`config.mk`:
```
export PLATFORM = sky130hd
export DESIGN_NAME = srecord_hex_encoder
export DESIGN_NICKNAME = d
export VERILOG_FILES = /design/src/hdl/srhe_pkg.sv /design/src/hdl/srhe_ram.sv /design/src/hdl/srhe_gen.sv /design/src/hdl/srhe_ctrl.sv /design/src/hdl/srecord_hex_encoder.sv
export VERILOG_INCLUDE_DIRS = /design/src /design/src/hdl
export SDC_FILE = /design/constraint.sdc
export NUM_CORES = 1
export LEC_CHECK = 0
export ABC_CLOCK_PERIOD_IN_PS = 15900
export BUFFER_PORTS_ARGS = -buffer_cell sky130_fd_sc_hd__buf_4
export CORE_ASPECT_RATIO = 1.2
export CORE_MARGIN = 5
export CORE_UTILIZATION = 35
export DETAILED_ROUTE_END_ITERATION = 8
export HOLD_SLACK_MARGIN = 0.06
export PLACE_DENSITY = 0.49
export SKIP_CTS_REPAIR_TIMING = 1
export SLEW_MARGIN = 15
export SYNTH_ARGS = -nofsm -noshare
export SYNTH_HDL_FRONTEND = slang
export SYNTH_SLANG_ARGS = --single-unit
```
`constraint.sdc`:
```
create_clock -name clk_i -period 15.9 [get_ports clk_i]
set_clock_uncertainty 0.2 [all_clocks]
set_input_delay 0 -clock clk_i [delete_from_list [all_inputs] [get_ports clk_i]]
set_output_delay 0 -clock clk_i [all_outputs]
set_load 0.1 [all_outputs]
```
`src/hdl/assert_macros.svh`:
```
// Assertion macros shared by the S-record encoder modules.
`ifndef ASSERT_MACROS_SVH
`define ASSERT_MACROS_SVH

// Same-cycle implication, sampled on clk_i and disabled during reset.
`define SRHE_ASSERT_IMP(label, ante, cons, msg) \
  label: assert property (@(posedge clk_i) disable iff (!rst_ni) (ante) |-> (cons)) \
    else $error(msg);

// Next-cycle implication, sampled on clk_i and disabled during reset.
`define SRHE_ASSERT_NXT(label, ante, cons, msg) \
  label: assert property (@(posedge clk_i) disable iff (!rst_ni) (ante) |=> (cons)) \
    else $error(msg);

`endif

```
`src/hdl/srhe_pkg.sv`:
```
// Shared constants, types and helpers of the S-record encoder.
package srhe_pkg;

  // Largest number of data bytes one record can hold.
  localparam int unsigned MaxRecordBytes = 32;

  // Register reset values.
  localparam logic [5:0] BytesPerRecordReset = 6'd16;
  localparam logic [1:0] AddressFormatReset  = 2'd1;

  // Register indexes on the configuration port.
  localparam logic RegBytesPerRecord = 1'b0;
  localparam logic RegAddressFormat  = 1'b1;

  // Request codes of an input transaction.
  localparam logic [1:0] ReqStart = 2'd0;
  localparam logic [1:0] ReqData  = 2'd1;
  localparam logic [1:0] ReqEnd   = 2'd2;

  // Character counts of a result transaction.
  localparam logic [1:0] CountPair   = 2'd2;
  localparam logic [1:0] CountSingle = 2'd1;

  // ASCII characters.
  localparam logic [7:0] CharS   = 8'h53;
  localparam logic [7:0] CharNl  = 8'h0A;
  localparam logic [7:0] CharNul = 8'h00;

  // One record to be written out by the record generator.
  typedef struct packed {
    logic [3:0] rec_type;    // digit after the 'S'
    logic [2:0] addr_bytes;  // number of address bytes
    logic [31:0] addr;       // record address
    logic [5:0] len;         // data bytes taken from the buffer
    logic [7:0] data_sum;    // sum of the data bytes, modulo 256
    logic last;              // record closes the input transaction
  } gen_cmd_t;

  // Uppercase ASCII hex digit of a nibble.
  function automatic logic [7:0] hex_char(input logic [3:0] v);
    logic [7:0] r;
    if (v < 4'd10) begin
      r = 8'h30 + {4'h0, v};
    end else begin
      r = 8'h37 + {4'h0, v};
    end
    return r;
  endfunction

endpackage

```
`src/hdl/srhe_ram.sv`:
```
// Generic single-write, single-read RAM with a registered read port.
module srhe_ram #(
  parameter int unsigned Width = 8,
  parameter int unsigned Depth = 32,
  localparam int unsigned AddrW = (Depth > 1) ? $clog2(Depth) : 1
) (
  input  logic             clk_i,
  input  logic             we_i,
  input  logic [AddrW-1:0] waddr_i,
  input  logic [Width-1:0] wdata_i,
  input  logic [AddrW-1:0] raddr_i,
  output logic [Width-1:0] rdata_o
);

  logic [Width-1:0] mem_q [Depth];
  logic [Width-1:0] rdata_q;

  // Write port and registered read port.
  always_ff @(posedge clk_i) begin
    if (we_i) begin
      mem_q[waddr_i] <= wdata_i;
    end
    rdata_q <= mem_q[raddr_i];
  end

  assign rdata_o = rdata_q;

endmodule

```
`src/hdl/srhe_gen.sv`:
```
// Record generator: turns one record command into hex character pairs.
`include "assert_macros.svh"

module srhe_gen #(
  parameter int unsigned MAX_RECORD_BYTES = srhe_pkg::MaxRecordBytes,
  localparam int unsigned IdxW = (MAX_RECORD_BYTES > 1) ? $clog2(MAX_RECORD_BYTES) : 1
) (
  input  logic               clk_i,
  input  logic               rst_ni,
  input  logic               cmd_valid_i,
  input  srhe_pkg::gen_cmd_t cmd_i,
  output logic               busy_o,
  output logic [IdxW-1:0]    ram_raddr_o,
  input  logic [7:0]         ram_rdata_i,
  output logic               out_valid_o,
  input  logic               out_ready_i,
  output logic [7:0]         char_first_o,
  output logic [7:0]         char_second_o,
  output logic [1:0]         char_count_o,
  output logic               last_o
);

  import srhe_pkg::*;

  typedef enum logic [2:0] {
    G_IDLE,
    G_HEAD,
    G_COUNT,
    G_ADDR,
    G_DATA,
    G_CSUM,
    G_NL
  } phase_e;

  phase_e           phase_q, phase_d;
  gen_cmd_t         cmd_q, cmd_d;
  logic [7:0]       cnt_q, cnt_d;
  logic [7:0]       csum_q, csum_d;
  logic [31:0]      ashift_q, ashift_d;
  logic [1:0]       acnt_q, acnt_d;
  logic [IdxW-1:0]  idx_q, idx_d;
  logic             out_valid_q, out_valid_d;
  logic [7:0]       first_q, first_d;
  logic [7:0]       second_q, second_d;
  logic [1:0]       ccount_q, ccount_d;
  logic             last_q, last_d;
  logic             adv;
  logic [7:0]       count_c;
  logic [7:0]       abyte;

  // The output register can take a new pair when empty or being drained.
  assign adv     = !out_valid_q || out_ready_i;
  assign count_c = 8'(cmd_i.addr_bytes) + 8'(cmd_i.len) + 8'd1;
  assign abyte   = ashift_q[31:24];

  // Sequencing of one record and formation of each pair.
  always_comb begin
    phase_d     = phase_q;
    cmd_d       = cmd_q;
    cnt_d       = cnt_q;
    csum_d      = csum_q;
    ashift_d    = ashift_q;
    acnt_d      = acnt_q;
    idx_d       = idx_q;
    out_valid_d = out_ready_i ? 1'b0 : out_valid_q;
    first_d     = first_q;
    second_d    = second_q;
    ccount_d    = ccount_q;
    last_d      = last_q;
    case (phase_q)
      G_IDLE: begin
        if (cmd_valid_i) begin
          cmd_d   = cmd_i;
          cnt_d   = count_c;
          csum_d  = count_c + cmd_i.data_sum;
          idx_d   = '0;
          phase_d = G_HEAD;
          case (cmd_i.addr_bytes)
            3'd2:    ashift_d = {cmd_i.addr[15:0], 16'h0000};
            3'd3:    ashift_d = {cmd_i.addr[23:0], 8'h00};
            default: ashift_d = cmd_i.addr;
          endcase
        end
      end
      G_HEAD: begin
        if (adv) begin
          out_valid_d = 1'b1;
          first_d     = CharS;
          second_d    = hex_char(cmd_q.rec_type);
          ccount_d    = CountPair;
          last_d      = 1'b0;
          phase_d     = G_COUNT;
        end
      end
      G_COUNT: begin
        if (adv) begin
          out_valid_d = 1'b1;
          first_d     = hex_char(cnt_q[7:4]);
          second_d    = hex_char(cnt_q[3:0]);
          ccount_d    = CountPair;
          last_d      = 1'b0;
          acnt_d      = 2'(cmd_q.addr_bytes - 3'd1);
          phase_d     = G_ADDR;
        end
      end
      G_ADDR: begin
        if (adv) begin
          out_valid_d = 1'b1;
          first_d     = hex_char(abyte[7:4]);
          second_d    = hex_char(abyte[3:0]);
          ccount_d    = CountPair;
          last_d      = 1'b0;
          csum_d      = csum_q + abyte;
          ashift_d    = {ashift_q[23:0], 8'h00};
          if (acnt_q == 2'd0) begin
            idx_d   = '0;
            phase_d = (cmd_q.len != 6'd0) ? G_DATA : G_CSUM;
          end else begin
            acnt_d = acnt_q - 2'd1;
          end
        end
      end
      G_DATA: begin
        // The RAM is addressed with the next index, so its data matches idx_q.
        if (adv) begin
          out_valid_d = 1'b1;
          first_d     = hex_char(ram_rdata_i[7:4]);
          second_d    = hex_char(ram_rdata_i[3:0]);
          ccount_d    = CountPair;
          last_d      = 1'b0;
          if (6'(idx_q) == cmd_q.len - 6'd1) begin
            phase_d = G_CSUM;
          end else begin
            idx_d = idx_q + 1'b1;
          end
        end
      end
      G_CSUM: begin
        if (adv) begin
          out_valid_d = 1'b1;
          first_d     = hex_char(~csum_q[7:4]);
          second_d    = hex_char(~csum_q[3:0]);
          ccount_d    = CountPair;
          last_d      = 1'b0;
          phase_d     = G_NL;
        end
      end
      G_NL: begin
        if (adv) begin
          out_valid_d = 1'b1;
          first_d     = CharNl;
          second_d    = CharNul;
          ccount_d    = CountSingle;
          last_d      = cmd_q.last;
          phase_d     = G_IDLE;
        end
      end
      default: begin
        phase_d = G_IDLE;
      end
    endcase
  end

  // Sequencer state and output register.
  always_ff @(posedge clk_i or negedge rst_ni) begin
    if (!rst_ni) begin
      phase_q     <= G_IDLE;
      out_valid_q <= 1'b0;
      first_q     <= '0;
      second_q    <= '0;
      ccount_q    <= '0;
      last_q      <= 1'b0;
    end else begin
      phase_q     <= phase_d;
      out_valid_q <= out_valid_d;
      first_q     <= first_d;
      second_q    <= second_d;
      ccount_q    <= ccount_d;
      last_q      <= last_d;
    end
  end

  // Record context.
  always_ff @(posedge clk_i) begin
    cmd_q    <= cmd_d;
    cnt_q    <= cnt_d;
    csum_q   <= csum_d;
    ashift_q <= ashift_d;
    acnt_q   <= acnt_d;
    idx_q    <= idx_d;
  end

  assign busy_o        = (phase_q != G_IDLE);
  assign ram_raddr_o   = idx_d;
  assign out_valid_o   = out_valid_q;
  assign char_first_o  = first_q;
  assign char_second_o = second_q;
  assign char_count_o  = ccount_q;
  assign last_o        = last_q;

  `SRHE_ASSERT_IMP(a_cmd_when_idle, cmd_valid_i, phase_q == G_IDLE, "record command while busy")
  `SRHE_ASSERT_IMP(a_last_on_newline, out_valid_o && last_o, char_count_o == CountSingle,
                   "last flag away from the newline")
  `SRHE_ASSERT_NXT(a_stall_holds, out_valid_o && !out_ready_i, $stable(char_first_o),
                   "stalled pair changed")

endmodule

```
`src/hdl/srhe_ctrl.sv`:
```
// Request controller: buffers data bytes and issues header, data and end records.
`include "assert_macros.svh"

module srhe_ctrl #(
  parameter int unsigned MAX_RECORD_BYTES = srhe_pkg::MaxRecordBytes,
  localparam int unsigned IdxW = (MAX_RECORD_BYTES > 1) ? $clog2(MAX_RECORD_BYTES) : 1,
  localparam int unsigned CntW = $clog2(MAX_RECORD_BYTES + 1)
) (
  input  logic               clk_i,
  input  logic               rst_ni,
  input  logic               in_valid_i,
  output logic               in_ready_o,
  input  logic [1:0]         req_type_i,
  input  logic [31:0]        address_i,
  input  logic [7:0]         data_byte_i,
  input  logic [5:0]         bytes_per_record_i,
  input  logic [1:0]         address_format_i,
  input  logic               gen_busy_i,
  output logic               cmd_valid_o,
  output srhe_pkg::gen_cmd_t cmd_o,
  output logic               ram_we_o,
  output logic [IdxW-1:0]    ram_waddr_o,
  output logic [7:0]         ram_wdata_o
);

  import srhe_pkg::*;

  typedef enum logic [1:0] {
    S_IDLE,
    S_EVAL,
    S_FLUSH,
    S_WAIT
  } state_e;

  localparam logic [5:0] MaxLen = 6'(MAX_RECORD_BYTES);

  state_e          state_q, state_d;
  logic [1:0]      req_q, req_d;
  logic [31:0]     addr_q, addr_d;
  logic [7:0]      byte_q, byte_d;
  logic [CntW-1:0] fill_q, fill_d;
  logic [31:0]     start_q, start_d;
  logic [7:0]      sum_q, sum_d;

  logic [1:0]      fmt;
  logic [31:0]     mask;
  logic [5:0]      limit;
  logic [31:0]     addr_m;
  logic [31:0]     expect_addr;
  logic            need_flush;
  logic            store;
  gen_cmd_t        flush_cmd, term_cmd, hdr_cmd;

  // Effective format, address mask and record length.
  always_comb begin
    fmt = (address_format_i == 2'd0) ? 2'd1 : address_format_i;
    case (fmt)
      2'd1:    mask = 32'h0000_FFFF;
      2'd2:    mask = 32'h00FF_FFFF;
      default: mask = 32'hFFFF_FFFF;
    endcase
    if (bytes_per_record_i == 6'd0) begin
      limit = 6'd1;
    end else if (bytes_per_record_i > MaxLen) begin
      limit = MaxLen;
    end else begin
      limit = bytes_per_record_i;
    end
  end

  // Contiguity and length test for a new data byte.
  assign addr_m      = addr_q & mask;
  assign expect_addr = (start_q + 32'(fill_q)) & mask;
  assign need_flush  = (fill_q != '0) &&
                       ((addr_m != expect_addr) || (6'(fill_q) >= limit));

  // The three record kinds.
  always_comb begin
    flush_cmd.rec_type   = 4'(fmt);
    flush_cmd.addr_bytes = 3'(fmt) + 3'd1;
    flush_cmd.addr       = start_q & mask;
    flush_cmd.len        = 6'(fill_q);
    flush_cmd.data_sum   = sum_q;
    flush_cmd.last       = (req_q == ReqData);

    term_cmd.rec_type    = 4'd10 - 4'(fmt);
    term_cmd.addr_bytes  = 3'(fmt) + 3'd1;
    term_cmd.addr        = '0;
    term_cmd.len         = '0;
    term_cmd.data_sum    = '0;
    term_cmd.last        = 1'b1;

    hdr_cmd.rec_type     = 4'd0;
    hdr_cmd.addr_bytes   = 3'd2;
    hdr_cmd.addr         = '0;
    hdr_cmd.len          = '0;
    hdr_cmd.data_sum     = '0;
    hdr_cmd.last         = 1'b1;
  end

  // Request handling.
  always_comb begin
    state_d     = state_q;
    req_d       = req_q;
    addr_d      = addr_q;
    byte_d      = byte_q;
    fill_d      = fill_q;
    start_d     = start_q;
    sum_d       = sum_q;
    cmd_valid_o = 1'b0;
    cmd_o       = hdr_cmd;
    store       = 1'b0;
    case (state_q)
      S_IDLE: begin
        if (in_valid_i) begin
          req_d   = req_type_i;
          addr_d  = address_i;
          byte_d  = data_byte_i;
          state_d = S_EVAL;
        end
      end
      S_EVAL: begin
        case (req_q)
          ReqStart: begin
            fill_d      = '0;
            sum_d       = '0;
            cmd_valid_o = 1'b1;
            cmd_o       = hdr_cmd;
            state_d     = S_WAIT;
          end
          ReqData: begin
            if (need_flush) begin
              cmd_valid_o = 1'b1;
              cmd_o       = flush_cmd;
              fill_d      = '0;
              sum_d       = '0;
              state_d     = S_FLUSH;
            end else begin
              store   = 1'b1;
              state_d = S_IDLE;
            end
          end
          ReqEnd: begin
            cmd_valid_o = 1'b1;
            if (fill_q != '0) begin
              cmd_o   = flush_cmd;
              fill_d  = '0;
              sum_d   = '0;
              state_d = S_FLUSH;
            end else begin
              cmd_o   = term_cmd;
              state_d = S_WAIT;
            end
          end
          default: begin
            state_d = S_IDLE;
          end
        endcase
      end
      S_FLUSH: begin
        // Once the pending record is out, store the byte or close the stream.
        if (!gen_busy_i) begin
          if (req_q == ReqData) begin
            store   = 1'b1;
            state_d = S_IDLE;
          end else begin
            cmd_valid_o = 1'b1;
            cmd_o       = term_cmd;
            state_d     = S_WAIT;
          end
        end
      end
      S_WAIT: begin
        if (!gen_busy_i) begin
          state_d = S_IDLE;
        end
      end
      default: begin
        state_d = S_IDLE;
      end
    endcase

    // Append the byte to the buffer.
    if (store) begin
      fill_d = fill_q + 1'b1;
      if (fill_q == '0) begin
        start_d = addr_m;
        sum_d   = byte_q;
      end else begin
        sum_d = sum_q + byte_q;
      end
    end
  end

  // Controller state and buffer bookkeeping.
  always_ff @(posedge clk_i or negedge rst_ni) begin
    if (!rst_ni) begin
      state_q <= S_IDLE;
      fill_q  <= '0;
      start_q <= '0;
      sum_q   <= '0;
    end else begin
      state_q <= state_d;
      fill_q  <= fill_d;
      start_q <= start_d;
      sum_q   <= sum_d;
    end
  end

  always_ff @(posedge clk_i) begin
    req_q  <= req_d;
    addr_q <= addr_d;
    byte_q <= byte_d;
  end

  assign in_ready_o  = (state_q == S_IDLE);
  assign ram_we_o    = store;
  assign ram_waddr_o = fill_q[IdxW-1:0];
  assign ram_wdata_o = byte_q;

  `SRHE_ASSERT_IMP(a_ready_gen_idle, in_ready_o, !gen_busy_i,
                   "input taken while a record is still being written")
  `SRHE_ASSERT_NXT(a_store_fills, ram_we_o, fill_q != '0, "stored byte not counted")
  `SRHE_ASSERT_IMP(a_fill_bound, ram_we_o, fill_q < CntW'(MAX_RECORD_BYTES),
                   "buffer overflow")

endmodule

```
`src/hdl/srecord_hex_encoder.sv`:
```
// Motorola S-record encoder top level: configuration registers and datapath.
// A data transaction that only buffers its byte is accepted, then evaluated.
// A transaction that emits a record of n pairs gets one pair a cycle from the record
// generator while the output side keeps up; an end with pending data writes two
// records back to back.
// Reset clears control state; the record buffer RAM is not cleared, only filled entries are read.
module srecord_hex_encoder #(
  parameter int unsigned MAX_RECORD_BYTES = srhe_pkg::MaxRecordBytes
) (
  input  logic        clk_i,
  input  logic        rst_ni,
  input  logic        in_valid_i,
  output logic        in_ready_o,
  input  logic [1:0]  req_type_i,
  input  logic [31:0] address_i,
  input  logic [7:0]  data_byte_i,
  output logic        out_valid_o,
  input  logic        out_ready_i,
  output logic [7:0]  char_first_o,
  output logic [7:0]  char_second_o,
  output logic [1:0]  char_count_o,
  output logic        last_o,
  input  logic        psel,
  input  logic        penable,
  input  logic        pwrite,
  input  logic [2:0]  paddr,
  input  logic [31:0] pwdata,
  output logic [31:0] prdata,
  output logic        pready
);

  import srhe_pkg::*;

  localparam int unsigned IdxW = (MAX_RECORD_BYTES > 1) ? $clog2(MAX_RECORD_BYTES) : 1;

  logic [5:0]      bpr_q, bpr_d;
  logic [1:0]      fmt_q, fmt_d;
  logic            cfg_we;
  logic            gen_busy;
  logic            cmd_valid;
  gen_cmd_t        cmd;
  logic            ram_we;
  logic [IdxW-1:0] ram_waddr;
  logic [IdxW-1:0] ram_raddr;
  logic [7:0]      ram_wdata;
  logic [7:0]      ram_rdata;

  // Configuration register writes on the access phase.
  assign cfg_we = psel && penable && pwrite;

  always_comb begin
    bpr_d = bpr_q;
    fmt_d = fmt_q;
    if (cfg_we) begin
      case (paddr[2])
        RegBytesPerRecord: bpr_d = pwdata[5:0];
        RegAddressFormat:  fmt_d = pwdata[1:0];
        default:           bpr_d = bpr_q;
      endcase
    end
  end

  always_ff @(posedge clk_i or negedge rst_ni) begin
    if (!rst_ni) begin
      bpr_q <= BytesPerRecordReset;
      fmt_q <= AddressFormatReset;
    end else begin
      bpr_q <= bpr_d;
      fmt_q <= fmt_d;
    end
  end

  // Register read-back.
  assign prdata = (paddr[2] == RegAddressFormat) ? {30'h0, fmt_q} : {26'h0, bpr_q};
  assign pready = 1'b1;

  srhe_ctrl #(
    .MAX_RECORD_BYTES(MAX_RECORD_BYTES)
  ) u_ctrl (
    .clk_i             (clk_i),
    .rst_ni            (rst_ni),
    .in_valid_i        (in_valid_i),
    .in_ready_o        (in_ready_o),
    .req_type_i        (req_type_i),
    .address_i         (address_i),
    .data_byte_i       (data_byte_i),
    .bytes_per_record_i(bpr_q),
    .address_format_i  (fmt_q),
    .gen_busy_i        (gen_busy),
    .cmd_valid_o       (cmd_valid),
    .cmd_o             (cmd),
    .ram_we_o          (ram_we),
    .ram_waddr_o       (ram_waddr),
    .ram_wdata_o       (ram_wdata)
  );

  srhe_ram #(
    .Width(8),
    .Depth(MAX_RECORD_BYTES)
  ) u_buf (
    .clk_i  (clk_i),
    .we_i   (ram_we),
    .waddr_i(ram_waddr),
    .wdata_i(ram_wdata),
    .raddr_i(ram_raddr),
    .rdata_o(ram_rdata)
  );

  srhe_gen #(
    .MAX_RECORD_BYTES(MAX_RECORD_BYTES)
  ) u_gen (
    .clk_i        (clk_i),
    .rst_ni       (rst_ni),
    .cmd_valid_i  (cmd_valid),
    .cmd_i        (cmd),
    .busy_o       (gen_busy),
    .ram_raddr_o  (ram_raddr),
    .ram_rdata_i  (ram_rdata),
    .out_valid_o  (out_valid_o),
    .out_ready_i  (out_ready_i),
    .char_first_o (char_first_o),
    .char_second_o(char_second_o),
    .char_count_o (char_count_o),
    .last_o       (last_o)
  );

endmodule
```
==> metrics.cfg, run 1 <==
[detailed_routing]
wl_per_cell_um=20.7
wl_met2_mm=31.5
drt_pass1_iterations=5
wl_mm=62.7
vias_per_cell=5.27
drtIter0Drc=1003
routedLengthMet1_mm=27.0
met3_wirelength_mm=2.09
drc=0
topRoutingLayerUsed=met4
antenna_left=0
vias=15900

[sta]
layout_setup_ws_ps=7850
slew-limit-headroom_pct=28.3
tightestPinTransition_ps=1080
max_freq_mhz=124
setup_violations=0
fin_crit_sh_pct=50.7
grt_setup_unrepaired=false
hold_slack_ps=178
tns_ps=0
slew_viol_final=0
min_period_ps=8050
hold_violations=0

[cts]
cts-buffers-inserted=48
cts-root-buf=clkbuf_16
htree_levels=2
clk_pin_slew_ps=60
cts_tree=built
insertion_delay_ps=610
cts.sinks=451
clockBufferDepth=3

[run_status]
status=finished, final reports clean

[worst_hold_path]
min_path_type=in2reg

[placed_design]
gp_congestion=0.880
placed_cell_area_mm2=0.0239
portBuffers=80
dp_slack_ps=7800
dp_hpwl_mm=41.7

[grt]
track_usage_pct=17.2
antenna_found_initial=0
grt_first_pass_wirelength_mm=94.2
overflow=0
grt_pass1_vias=15600
grt_max_degree=77

[finish]
seq_area_mm2=0.0130
multiInputGateArea_mm2=0.00873
antenna_cells=0
fillers=6163
area_delta_synth_final_pct=17.3
final_nets=2300
fin_area_mm2=0.0265
final_layout_size_suffix_gt1_share_pct=10.5

[synthesis]
synth-edff-count=361
synth.avg_cell_area_um2=11.3
yosysUniqueCellTypes=86
netlist_top_cells_area=edfxtp_1, dfrtp_1, nand2_1, ha_1, xnor2_1
syn_area_mm2=0.0226
synth-main-ff-cell=edfxtp_1
async_reset_ff_share_pct=17.1
syn_inst=1998
yosysWarnings=0
synth_top_area_share_pct=47.9
ys_ff_latch=451
synth_top_area_cell=edfxtp_1
synth-seq-area-share_pct=57.6

[pwr]
ir_worst_vdd_uv=94.5
power_density_mw_per_mm2=167
p_total_w=0.00443
cellLeakagePower_nw=9.69

[setup_path]
cp-end-kind=flop
critical_path_class=reg2reg
slowest_delay_ps=700
crit_fanout=19
crit_top_cell=a21oi_1
cp_top_family=compound AO/OA/AOI/OAI gates
critPathBufInv=0
startpoint_type=flop
critPathSlowestCell=a21oi_1
required_ps=16040
arrival_ps=8190
r2r_slack_ps=7850

[floorplanning]
die_x_um=242
core_area_mm2=0.0643
die_area_mm2=0.0698
initial_core_util_pct=35.2
std_cell_rows=102
die_y_um=288
io_pins=138

[run]
drv_cap=0

-- logic make-up (layout without fill, tap and decap cells) --
group	after synthesis	in the layout	synth area share [%]
AO/OA/AOI/OAI	444	444	13.7
XOR/XNOR	94	94	3.64
adder cells (fa/ha/maj)	67	67	3.86
buffers and inverters	221	385	4.41
flip-flops	451	451	57.6
multiplexers	79	79	3.67
other	2	30	0.0332
AND/OR/NAND/NOR	640	640	13.0
-- flip-flops by register name, indices dropped and copies added (netlist names), 13 cells and up --
| register | count |
|---|---|
| u_gen.cmd_q | 13 |
| u_ctrl.start_q | 32 |
| u_ctrl.addr_q | 32 |
| u_gen.ashift_q | 32 |
| u_buf.mem_q | 256 |
-- Yosys cell counts (all sizes together) (8+ instances only) --
| cell type | n |
|---|---|
| xor2 | 33 |
| a221oi | 41 |
| edfxtp | 361 |
| inv | 76 |
| and3 | 15 |
| a211oi | 27 |
| nand4 | 32 |
| buf | 60 |
| nor2b | 28 |
| clkbuf | 84 |
| a22oi | 14 |
| o21ai | 95 |
| nor2 | 129 |
| a21o | 22 |
| xnor2 | 61 |
| and2 | 27 |
| a2111oi | 11 |
| nand2 | 274 |
| ha | 61 |
| mux2i | 51 |
| dfrtp | 75 |
| dfxtp | 13 |
| nand2b | 11 |
| o2bb2ai | 8 |
| mux2 | 28 |
| a22o | 34 |
| nand3 | 66 |
| nor3 | 21 |
| o22ai | 10 |
| o31ai | 8 |
| a31oi | 17 |
| a21oi | 73 |
| o211ai | 13 |
| a32oi | 24 |
-- stage by stage --
stage / cells / util [%]
floorplan: 2026 / -
global placement: 2821 / 37.1
detailed placement: 2821 / 37.1
CTS: 2911 / 39.5
global route: 3022 / 41.2
finish: 3022 / 41.2
-- worst paths after layout --
path / start / end / depth (start not counted)
min in group asynchronous: rst_ni / u_gen.last_o / 4
max in group asynchronous: rst_ni / u_ctrl.sum_q[1] / 4
setup / recovery: u_ctrl.fill_q[3] / u_gen.csum_q[7] / 25
hold / removal: psel / fmt_q[0] / 4
hold reg to reg: u_gen.char_second_o[2] / u_gen.char_second_o[2] / 2
setup reg to reg: u_ctrl.fill_q[3] / u_gen.csum_q[7] / 25
-- report_power, final --
part | leakage, nW | internal (W) | switching [W] | total, W
sequential | 4.37 | 0.00149 | 0.000194 | 0.00168
combinational | 4.60 | 0.000537 | 0.00112 | 0.00165
clock | 0.722 | 0.000613 | 0.000480 | 0.00109
total | 9.69 | 0.00264 | 0.00179 | 0.00443
-- cells in the final DEF (no fill, tap or decap), types with 41 or more instances in the layout --
cell type	Yosys	layout
inv_1	76	76
ha_1	61	61
mux2i_1	51	51
nand3_1	66	66
o21ai_0	91	91
a21oi_1	72	71
dlygate4sd3_1	0	110
edfxtp_1	361	361
xnor2_1	61	61
a221oi_1	41	41
dfrtp_1	75	75
clkbuf_16	0	48
buf_4	32	107
nand2_1	274	274
nor2_1	129	128
-- layer usage --
layer / vias to the layer above / GRT usage (%)
met1: 7842 / 22.1
met2: 343 / 30.3
met5: - / 0
li1: 7650 / -
met4: 0 / 5.88
met3: 102 / 2.13
-- cell type report --
| cell class | instances | area share [%] |
|---|---|---|
| timing repair buffer | 218 | 7.25 |
| clock buffer | 71 | 4.97 |
| multi-input combinational | 1354 | 32.9 |
| tap | 832 | 3.92 |
| sequential | 451 | 49.1 |
| inverter | 77 | 1.10 |
| clock inverter | 19 | 0.745 |
-- worst register-to-register path: cells and delay by family (launching register included) --
family | cells | cell delay [ps]
xor gates and xnor gates | 2 | 370
adders and majority gates | 5 | 1840
and+or+nand+nor | 5 | 1420
DFF | 1 | 680
AOI/OAI and AO/OA | 13 | 3290
Power figures use the tool's default switching activity.
==> run 2: changes to the inputs <==
--- a/config.mk
+++ b/config.mk
@@ -6,7 +6,7 @@
 export SDC_FILE = /design/constraint.sdc
 export NUM_CORES = 1
 export LEC_CHECK = 0
-export ABC_CLOCK_PERIOD_IN_PS = 15900
+export ABC_CLOCK_PERIOD_IN_PS = 8150
 export BUFFER_PORTS_ARGS = -buffer_cell sky130_fd_sc_hd__buf_4
 export CORE_ASPECT_RATIO = 1.2
 export CORE_MARGIN = 5
==> constraint.sdc (replaced) <==
create_clock -name clk_i -period 8.15 [get_ports clk_i]
set_clock_uncertainty 0.2 [all_clocks]
set_input_delay 0 -clock clk_i [delete_from_list [all_inputs] [get_ports clk_i]]
set_output_delay 0 -clock clk_i [all_outputs]
set_load 0.1 [all_outputs]
==> run 2 against run 1 <==
Wire length rose by 1.5%. Core utilization rose by 0.14 points. Global-route usage rose by 0.18 points. Power rose by 97%. Largest power group unchanged. Highest routed layer unchanged.
==> metrics.cfg, run 2 (synthesis results as in run 1) <==
[placed_design]
dp_slack_ps=706
placed_cell_area_mm2=0.0240
gp_congestion=0.898
dp_hpwl_mm=42.6
portBuffers=80

[setup_path]
cp-end-kind=flop
crit_fanout=11
arrival_ps=7580
required_ps=8270
cp-startpoint=u_ctrl.fill_q[0]
r2r_start=u_ctrl.fill_q[0]
critical_path_class=reg2reg
startpoint_type=flop

[detailed_routing]
drt_pass1_iterations=5
antenna_left=0
wl_mm=63.6
drtIter0Drc=1037
drc=0
vias=16100
wl_per_cell_um=21.0
vias_per_cell=5.34

[grt]
overflow=0
grt_first_pass_wirelength_mm=95.3
grt_pass1_vias=15700
track_usage_pct=17.4
antenna_found_initial=0
grt_max_degree=87

[finish]
largest_register=u_buf.mem_q
fillers=6161
final_nets=2307
area_delta_synth_final_pct=17.7
final_layout_size_suffix_gt1_share_pct=11.1
seq_area_mm2=0.0130
final_common_cell=edfxtp_1
layout_common_cells=edfxtp_1, nand2_1, nor2_1, buf_4, dlygate4sd3_1
fin_area_mm2=0.0266
largest_reg_flops=256
multiInputGateArea_mm2=0.00873
antenna_cells=0

[cts]
clk_pin_slew_ps=60
cts.sinks=451
cts_tree=built
cts-buffers-inserted=47
clockBufferDepth=3
htree_levels=2
insertion_delay_ps=610
cts-root-buf=clkbuf_16

[sta]
layout_setup_ws_ps=695
max_freq_mhz=134
tns_ps=0
tightestPinTransition_ps=1110
hold_violations=0
min_period_ps=7450
fin_crit_sh_pct=91.5
setup_violations=0
slew-limit-headroom_pct=26.1
grt_setup_unrepaired=false
slew_viol_final=0

[pwr]
power_density_mw_per_mm2=327
cellLeakagePower_nw=9.75
ir_worst_vdd_uv=308

[worst_hold_path]
min_path_type=in2reg
hp-start=psel

[floorplanning]
std_cell_rows=102
die_x_um=242
io_pins=138
core_area_mm2=0.0643
die_y_um=288
die_area_mm2=0.0698
initial_core_util_pct=35.2

[run]
drv_cap=0

[run_status]
status=finished, final reports clean

## run 2: worst max-delay path: stages (launching register included)
cell and delay [ps]:
dfrtp_1 460, ha_1 260, fa_1 400, a21o_1 220
a221o_1 490, nand4_1 240, nor4_1 80, o32ai_1 360
a2111oi_2 120, nand3_1 200, nand3_1 160, a21oi_1 710
and2_1 280, ha_1 200, fa_1 430, ha_1 250
o21a_1 200, a311oi_1 380, xnor2_1 170, a21oi_1 80
o22ai_1 270, ha_1 320, a21oi_1 210, o21bai_1 90
a21oi_1 170, xnor2_1 130, a21oi_1 80
## run 2: cell type report
class,instances,share of cell area [%]
inverter,77,1.10
clock inverter,29,1.27
tap,832,3.91
sequential,451,48.9
clock buffer,56,4.55
multi-input combinational,1354,32.8
timing repair buffer,226,7.45
## run 2: metrics by stage
step | total power, W | util [%] | hold slack (ps) | instances
2_1_floorplan | 0.00553 | - | -496 | 2026
3_3_place_gp | 0.00650 | 37.3 | -339 | 2831
3_5_place_dp | 0.00656 | 37.3 | -341 | 2831
4_1_cts | 0.00876 | 39.7 | -970 | 2916
5_1_grt | 0.00920 | 41.4 | 163 | 3025
6_report | 0.00872 | 41.4 | 164 | 3025
## run 2: layer usage
metal | track usage (%) | share of wire (%) | vias to the layer above
li1 | - | - | 7653
met1 | 22.7 | 43 | 7997
met2 | 31.1 | 51 | 400
met3 | 2.02 | 3.8 | 89
met4 | 4.39 | 2.2 | 0
met5 | 0 | 0 | -
## run 2: final timing paths
path,endpoint,slack (ps),cells after the start
min in group asynchronous,u_gen.char_first_o[0],500,4
max in group asynchronous,u_gen.char_count_o[0],6520,4
hold / removal,fmt_q[1],160,4
setup reg to reg,u_gen.csum_q[7],700,26
hold reg to reg,u_gen.char_second_o[2],280,2
setup / recovery,u_gen.csum_q[7],700,26
## run 2: power by group
group / leakage (nW) / switching [W] / total (W) / internal, W
Combinational: 4.64 / 0.00222 / 0.00327 / 0.00106
Sequential: 4.37 / 0.000364 / 0.00327 / 0.00290
Clock: 0.744 / 0.000947 / 0.00218 / 0.00123
==> run 3: changes to the inputs <==
--- a/config.mk
+++ b/config.mk
@@ -13,7 +13,9 @@
 export CORE_UTILIZATION = 35
 export DETAILED_ROUTE_END_ITERATION = 8
 export HOLD_SLACK_MARGIN = 0.06
+export MAX_ROUTING_LAYER = met4
 export PLACE_DENSITY = 0.49
+export REMOVE_ABC_BUFFERS = 1
 export SKIP_CTS_REPAIR_TIMING = 1
 export SLEW_MARGIN = 15
 export SYNTH_ARGS = -nofsm -noshare
==> run 3 against run 2 <==
Global-route usage increased by 0.69 points. Setup slack worse by 200 ps. Largest power group unchanged. Sequential cell count stayed put. Sequential share of layout area shrank 0.25 points. Critical path type unchanged. Hold slack worse by 29 ps.
==> metrics.cfg, run 3 (synthesis results as in run 1) <==
[pwr]
power_frac_comb_pct=36.9
power_density_mw_per_mm2=331
seqPwrFrac_pct=37.2
p_total_w=0.00885
switching_share_pct=39.9
clkPwrFrac_pct=26.0
ir_worst_vdd_uv=247
p_int_w=0.00531
cellLeakagePower_nw=9.83
power.switching_w=0.00353

[floorplanning]
initial_core_util_pct=35.2
die_x_um=242
core_area_mm2=0.0643
die_y_um=288
io_pins=138
std_cell_rows=102
die_area_mm2=0.0698

[sta]
grt_setup_unrepaired=false
slew_viol_final=0
hold_violations=0
tightestPinTransition_ps=1040
tns_ps=0
layout_setup_ws_ps=495
setup_violations=0
fin_crit_sh_pct=93.9
max_freq_mhz=131
min_period_ps=7660
slew-limit-headroom_pct=30.5

[placed_design]
portBuffers=80
dp_hpwl_mm=43.0
gp_congestion=0.874
dp_slack_ps=625

[finish]
fillers=6152
largest_reg_flops=256
area_delta_synth_final_pct=18.3
layout_common_cells=edfxtp_1, nand2_1, nor2_1, buf_4, dlygate4sd3_1
multiInputGateArea_mm2=0.00872
final_nets=2312
final_layout_size_suffix_gt1_share_pct=11.2
largest_register=u_buf.mem_q
seq_area_mm2=0.0130
final_common_cell=edfxtp_1
antenna_cells=0

[grt]
grt_pass1_vias=15700
track_usage_pct=18.1
grt_first_pass_wirelength_mm=95.8
grt_max_degree=84
overflow=0
antenna_found_initial=0

[detailed_routing]
drt_pass1_iterations=5
drc=0
drtIter0Drc=945
vias=16100
antenna_left=0
vias_per_cell=5.32
wl_mm=64.0
wl_per_cell_um=21.1

[cts]
insertion_delay_ps=630
cts.sinks=451
htree_levels=2
clk_pin_slew_ps=60
cts-root-buf=clkbuf_16
cts-buffers-inserted=48
cts_tree=built
clockBufferDepth=3

[setup_path]
cp-end-kind=flop
startpoint_type=flop
crit_top_cell=a21oi_1
critPathSlowestCell=a2111oi_2
crit_fanout=11
required_ps=8240
critical_path_class=reg2reg
arrival_ps=7740
slowest_delay_ps=680

[run]
drv_cap=0

[worst_hold_path]
min_path_type=in2reg

[run_status]
status=finished, final reports clean

==> run 3: critical path, delay by kind of cell, from the launching register on <==
| family | cells | cell delay (ps) |
|---|---|---|
| xor gates and xnor gates | 3 | 460 |
| AOI/OAI and AO/OA | 12 | 3170 |
| and+or+nand+nor | 5 | 1080 |
| adders and majority gates | 6 | 1920 |
| DFF | 1 | 490 |
==> run 3: cell type report <==
| type | instances | share of cell area [%] |
|---|---|---|
| Timing Repair Buffer | 230 | 7.53 |
| Clock buffer | 71 | 5.19 |
| Sequential cell | 451 | 48.7 |
| Clock inverter | 18 | 1.00 |
| Tap cell | 832 | 3.89 |
| Inverter | 77 | 1.10 |
| Multi-Input combinational cell | 1354 | 32.6 |
==> run 3: path summary, 6_finish.rpt <==
path	start	to	slack, ps	cells past startpoint
max in group asynchronous	rst_ni	u_ctrl.sum_q[7]	6810	4
hold / removal	psel	fmt_q[0]	140	4
setup / recovery	u_ctrl.fill_q[0]	u_gen.csum_q[7]	490	26
hold reg to reg	u_gen.char_first_o[4]	u_gen.char_first_o[4]	280	1
setup reg to reg	u_ctrl.fill_q[0]	u_gen.csum_q[7]	490	26
min in group asynchronous	rst_ni	u_ctrl.start_q[7]	190	4
==> run 3: through the flow <==
step | instance area (um^2) | util [%] | hold WS (ps) | cells
3_3_place_gp | 24000 | 37.3 | -231 | 2833
3_5_place_dp | 24000 | 37.3 | -223 | 2833
6_report | 26800 | 41.6 | 135 | 3033
2_1_floorplan | 22000 | - | -496 | 1882
4_1_cts | 25600 | 39.9 | -901 | 2922
5_1_grt | 26800 | 41.6 | 156 | 3033
==> run 3: power groups by stage <==
stage	Combinational (W)	Clock [W]	Sequential (W)
2_1_floorplan	0.00189	0	0.00353
3_3_place_gp	0.00320	0	0.00333
3_5_place_dp	0.00324	0	0.00334
4_1_cts	0.00325	0.00235	0.00329
5_1_grt	0.00357	0.00244	0.00333
6_report	0.00326	0.00230	0.00329
==> run 3: per-layer routing <==
layer	global-route usage [%]	vias up	wire, um
li1	-	7671	-
met1	22.4	7946	26900
met2	31.0	392	32400
met3	2.35	119	2490
met4	5.94	0	2190
met5	-	-	0
